$ cat src/rtl/msam_pkg.sv
// shared constants for the mirrored stripe address map
package msam_pkg;

    // field widths
    localparam int SECT_W  = 40;
    localparam int SU_W    = 17;
    localparam int WID_W   = 7;
    localparam int CHUNK_W = 6;
    localparam int PROD_W  = SU_W + WID_W;
    localparam int OUT_W   = 112;

    // configuration register indexes
    localparam logic [2:0] REG_SU    = 3'd0;
    localparam logic [2:0] REG_WIDTH = 3'd1;
    localparam logic [2:0] REG_SLOT  = 3'd2;
    localparam logic [2:0] REG_META  = 3'd3;
    localparam logic [2:0] REG_BLEND = 3'd4;

    // status codes
    localparam logic [1:0] ST_OK      = 2'd0;
    localparam logic [1:0] ST_SECTOR  = 2'd1;
    localparam logic [1:0] ST_STRIPE  = 2'd2;

    // unit size limits
    localparam logic [SU_W-1:0] SU_MAX = 17'd65536;

endpackage

$ cat src/rtl/msam_div.sv
// pipelined restoring divider, one quotient bit per stage, with sideband
module msam_div
    import msam_pkg::*;
#(
    parameter int NW = 40,
    parameter int DW = 17,
    parameter int SW = 1
) (
    input  logic          i_clk,
    input  logic          i_rst_n,
    input  logic          i_en,
    input  logic          i_vld,
    input  logic [NW-1:0] i_num,
    input  logic [DW-1:0] i_den,
    input  logic [SW-1:0] i_side,
    output logic          o_vld,
    output logic [NW-1:0] o_quo,
    output logic [DW-1:0] o_rem,
    output logic [SW-1:0] o_side
);

    logic          r_vld  [NW];
    logic [NW-1:0] r_numq [NW];
    logic [DW-1:0] r_rem  [NW];
    logic [DW-1:0] r_den  [NW];
    logic [SW-1:0] r_side [NW];

    for (genvar g = 0; g < NW; g++) begin : g_st
        logic          p_vld;
        logic [NW-1:0] p_numq;
        logic [DW-1:0] p_rem;
        logic [DW-1:0] p_den;
        logic [SW-1:0] p_side;
        logic [DW:0]   t;
        logic [DW:0]   diff;
        logic          ge;

        // stage inputs come from the ports or the previous stage
        if (g == 0) begin : g_first
            assign p_vld  = i_vld;
            assign p_numq = i_num;
            assign p_rem  = '0;
            assign p_den  = i_den;
            assign p_side = i_side;
        end else begin : g_next
            assign p_vld  = r_vld[g-1];
            assign p_numq = r_numq[g-1];
            assign p_rem  = r_rem[g-1];
            assign p_den  = r_den[g-1];
            assign p_side = r_side[g-1];
        end

        // shift in the next dividend bit and try a subtract
        assign t    = {p_rem, p_numq[NW-1]};
        assign ge   = (t >= {1'b0, p_den});
        assign diff = t - {1'b0, p_den};

        always_ff @(posedge i_clk) begin
            if (!i_rst_n) begin
                r_vld[g] <= 1'b0;
            end else if (i_en) begin
                r_vld[g] <= p_vld;
            end
        end

        always_ff @(posedge i_clk) begin
            if (i_en) begin
                r_numq[g] <= {p_numq[NW-2:0], ge};
                r_rem[g]  <= ge ? diff[DW-1:0] : t[DW-1:0];
                r_den[g]  <= p_den;
                r_side[g] <= p_side;
            end
        end
    end

    assign o_vld  = r_vld[NW-1];
    assign o_quo  = r_numq[NW-1];
    assign o_rem  = r_rem[NW-1];
    assign o_side = r_side[NW-1];

endmodule

$ cat config.mk
export PLATFORM = sky130hd
export DESIGN_NAME = msam_div
export DESIGN_NICKNAME = d
export VERILOG_FILES = /design/src/rtl/msam_pkg.sv /design/src/rtl/msam_div.sv
export SDC_FILE = /design/constraint.sdc
export NUM_CORES = 2
export LEC_CHECK = 0
export ABC_AREA = 1
export BUFFER_PORTS_ARGS = -buffer_cell sky130_fd_sc_hd__buf_2
export CAP_MARGIN = 20
export CORE_AREA = 2 2 747 526
export CTS_CLUSTER_SIZE = 12
export DETAILED_ROUTE_END_ITERATION = 12
export DIE_AREA = 0 0 749 528
export GPL_TIMING_DRIVEN = 0
export PLACE_DENSITY = 0.62
export SLEW_MARGIN = 40
export SYNTH_ARGS = -nofsm -noshare
export SYNTH_HDL_FRONTEND = slang
export SYNTH_SLANG_ARGS = --single-unit
$ cat constraint.sdc
create_clock -name i_clk -period 5.75 [get_ports i_clk]
set_clock_uncertainty 0.1 [all_clocks]
set_input_delay 0.8625 -clock i_clk [delete_from_list [all_inputs] [get_ports i_clk]]
set_output_delay 0.8625 -clock i_clk [all_outputs]
set_load 0.02 [all_outputs]
## Yosys cells after proc, flatten, opt, wreduce, memory -nomap -nowiden

Memories as Yosys holds them, arrays and structs flattened.
Index checks and enable logic that the tools add are counted.

| word-level totals | value |
|---|---|
| bits in writable memories | 3040 |
| memories | 5 |
| output and inout bits | 59 |
| register bits | 0 |

Memories:

| memory | words | width | read ports | clocked after memory_dff | wr ports | line | RTL |
|---|---|---|---|---|---|---|---|
| r_numq | 40 | 40 | 40 | 0 | 40 | msam_div.sv:23 | `logic [NW-1:0] r_numq [NW];` |
| r_den | 40 | 17 | 39 | 0 | 40 | msam_div.sv:25 | `logic [DW-1:0] r_den [NW];` |
| r_rem | 40 | 17 | 40 | 0 | 40 | msam_div.sv:24 | `logic [DW-1:0] r_rem [NW];` |
| r_side | 40 | 1 | 40 | 0 | 40 | msam_div.sv:26 | `logic [SW-1:0] r_side [NW];` |
| r_vld | 40 | 1 | 40 | 0 | 40 | msam_div.sv:22 | `logic r_vld [NW];` |

| cells by class | value |
|---|---|
| bitwise gates (word level) | 40 |
| $lt $le $gt $ge | 40 |
| muxes and demuxes | 85 |
| add/subtract/negate cells | 40 |

Operator list:

| kind | number |
|---|---|
| >= comparator 18 x 17 -> 1 bit | 39 |
| 2-to-1 mux 17 bit | 40 |
| subtractor 17 bit | 39 |
| 2-to-1 mux 1 bit | 45 |
| bitwise OR 1 bit | 40 |
| >= comparator 1 x 17 -> 1 bit | 1 |
| subtractor 1 x 17 -> 17 bit | 1 |

## Depth between registers and ports, before layout

| logic depth | value |
|---|---|
| depth after elaboration | 4 |
| gate-level depth with buffers | 15 |

## Worst setup path before layout

No wires, ideal clock.

| path | value |
|---|---|
| path type | input port to flip-flop |
| start | input port i_en |
| end | memory r_vld[0][0], enable pin |
| data required time | 5.252 ns |
| setup time | 0.398 ns |
| buffers on the path | 0 |
| arrival | 1.736 ns |
| setup slack | 3.517 ns |
| stages | 2 |
| cell sequence | inv_1 > nand2_1 |

RTL lines:

| item | line | RTL |
|---|---|---|
| start: declaration | msam_div.sv:11 | `input logic i_en,` |
| end: declaration | msam_div.sv:22 |  |

==> results.txt <==
crit path from - i_en
Data arrival, critical path - 4.02 ns
Critical Path End - r_numq[2][229]
CP Class - in2reg
Power per Cell Area - 509.6 nW/um2
top post-synthesis cells by area - edfxtp_1 62%, nand2_1 13%, inv_1 6.8%
Die Y - 528 um
post-synthesis register bit count - 3023
Clk Latency, worst-skew pair - 0.95 ns
Avg WL per Cell - 15.95 um
Core Region - 388700 um2
setup bufs post-CTS - 0
Cells after Synth - 14560
Post-synth EDFFs - 3022
Fin Setup TNS - 0 ns
post-route ant nets - 0
number of library cell types mapped by synthesis - 39
worst r2r path cells - 15
final setup fails - 0
post-synth top area share - 0.6173
fin crit period - 3.559 ns
Hold Buf Count CTS - 57
synthesis-to-finish area growth - 12.50%
R2R Path End - r_rem[2][129]
post-cts resize count - 0
CP max stage cell - buf_16
Avg Inst Size Synth - 10.10 um2
fin crit share - 0.6190
peak fanout along the critical path - 100
Max Cap Viol - 0
CTS H-tree lvls - 5
antenna violations before repair - 6
Total Wirelength - 326100 um
Yosys warnings - 0
final net count - 15860
Max Freq - 281.0 MHz
vias in the first global route - 87280
Final Hold Viols - 0
DRC - 0
Slew Limit Headroom - 0.5527
class of the worst hold path - in2reg
port buffer count - 120
CTS Sinks - 3023
via count - 95140
worst slew pin tran - 0.6686 ns
global-route wire length before repair - 508100 um
Post-Syn Area - 147000 um2
dominant cell type by count on the critical path - buf_16
CTS tree - done
placed cells - 19860
asr flop ratio synth - 0
FF-to-FF setup slack - 2.88 ns
largest net degree at the start of global routing - 114
CP required - 6.21 ns
layout cells sized above 1 - 0.06404
crit-path max cell delay - 0.40 ns
post-DP HPWL - 240000 um
Cell Count, Final, Fillers Out - 20450
die footprint - 395500 um2
status - complete, no violations
RSZ-0062 raised after global routing - false
final hold slack - 0.1660 ns
cell-by-cell trace of the critical path - buf_12 -> buf_16 -> buf_16 -> buf_16 -> buf_16 -> buf_16 -> buf_16
CTS root buffer - clkbuf_16
fin. max-slew vios - 0
CP endpoint kind - register
vias per cell - 4.654
Mapped Nets - 15330
Startpoint Class - input port
routability congestion estimate - 0.8828
ys flop type - edfxtp_1
total global-route track usage - 0.1617
Worst-path clk slew - 0.06 ns
Yosys top cell by area - edfxtp_1
worst flop-to-flop path startpoint - r_numq[2][279]
Leak - 0.07650 uW
Die Width - 749 um
Seq/Total Area, Yosys - 0.6174
Peak supply drop - 241.4 uV
Starting Density - 0.3782
Ports - 121
CTS Buf Count - 324
global route total overflow - 0
Detailed Route Iter0 Violations - 9130
drt pass-1 iters - 6
maximum root-to-sink buffer count - 4
Total Power - 84270 uW
Hold Crit Depth - 3
# rows - 192
## cells in the mapped netlist (17+ instances only)
cell / count
nor3_1: 48
nand2_1: 5140
buf_6: 39
inv_1: 2664
nor4_4: 34
nor2_4: 37
o21ai_2: 19
nand2_2: 55
xor2_1: 234
xnor2_1: 39
or2_0: 17
edfxtp_1: 3022
nor2_2: 26
buf_2: 31
nand4_1: 69
ha_1: 665
nand2_4: 74
or2_1: 35
a21oi_1: 366
and2_1: 61
fa_1: 39
and3_1: 34
nand3_1: 1120
nand3b_1: 50
nor2_1: 526
buf_4: 69
## metal layers
metal / vias to the layer above / GRT usage / share of wire
li1: 48160 / - / -
met1: 44130 / 0.2738 / 0.54
met2: 2435 / 0.2105 / 0.37
met3: 408 / 0.02627 / 0.070
met4: 4 / 0.03283 / 0.018
met5: - / 0 / 0.000083
## how the worst min path moves through the flow
| stage | startpoint | endpoint | slack (ns) |
|---|---|---|---|
| final | i_num[39] | r_rem[0][0] | 0.17 |
| after CTS | i_num[39] | r_rem[0][0] | 0.07 |
| after floorplan | r_numq[0][59] | r_numq[0][100] | 0.30 |
| after global placement | r_numq[0][41] | r_numq[0][82] | 0.30 |
| after detailed placement | r_numq[0][63] | r_numq[0][104] | 0.30 |
| after global routing | i_num[39] | r_rem[0][0] | 0.14 |
## critical path, delay by kind of cell
kind	cells	cell delay, ns
buffers and inverters	7	2.56
## per-stage QoR
step	setup WS [ns]	instance area, um2	util
floorplan	3.517	147000	-
global placement	-48.66	154000	0.3963
detailed placement	1.106	155000	0.3986
CTS	2.168	165400	0.4255
global route	1.923	165400	0.4255
finish	2.191	165400	0.4255
## cell families (layout without fill, tap and decap cells)
family | Yosys count | after routing | share of synthesized area
DFF | 3023 | 3023 | 0.6174
other | 0 | 1 | 0
buffers and inverters | 2812 | 3553 | 0.07581
and+or+nand+nor | 7346 | 7346 | 0.2142
adders and majority gates | 704 | 704 | 0.06191
AOI/OAI and AO/OA | 404 | 404 | 0.01443
xor gates and xnor gates | 273 | 273 | 0.01626
## state kept, by name (all words and copies together) (netlist names)
signal  count
r_den     663
r_numq   1600
r_rem     680
r_side     40
r_vld      40
## layout by cell type, fill, tap and decap left out, drive strengths merged, types with 69 or more instances in the layout
cell type  Yosys  routed
nand2       5269    5269
edfxtp      3022    3022
inv         2669    2677
nand3       1123    1123
ha           665     665
nor2         589     589
clkbuf         4     393
a21oi        366     366
buf          139     291
xor2         234     234
clkinv         0     110
nand4         69      69
## power by group
part / internal (uW) / leakage [uW] / switching [uW]
Combinational: 10700 / 0.0420 / 21800
Clock: 11100 / 0.00477 / 8750
Sequential: 29600 / 0.0297 / 2310
Total: 51500 / 0.0765 / 32800
## layout make-up
| type | instances | area [um2] |
|---|---|---|
| Sequential cell | 3023 | 90770 |
| Timing Repair Buffer | 209 | 2067 |
| Inverter | 2669 | 10020 |
| Multi-Input combinational cell | 8727 | 45110 |
| Buffer | 143 | 1127 |
| Antenna cell | 1 | 2.502 |
| Clock inverter | 143 | 1416 |
| Tap cell | 5141 | 6432 |
| Fill cell | 37160 | 223300 |
| Clock buffer | 389 | 8447 |
No activity file was read; power rests on OpenSTA's default activity.
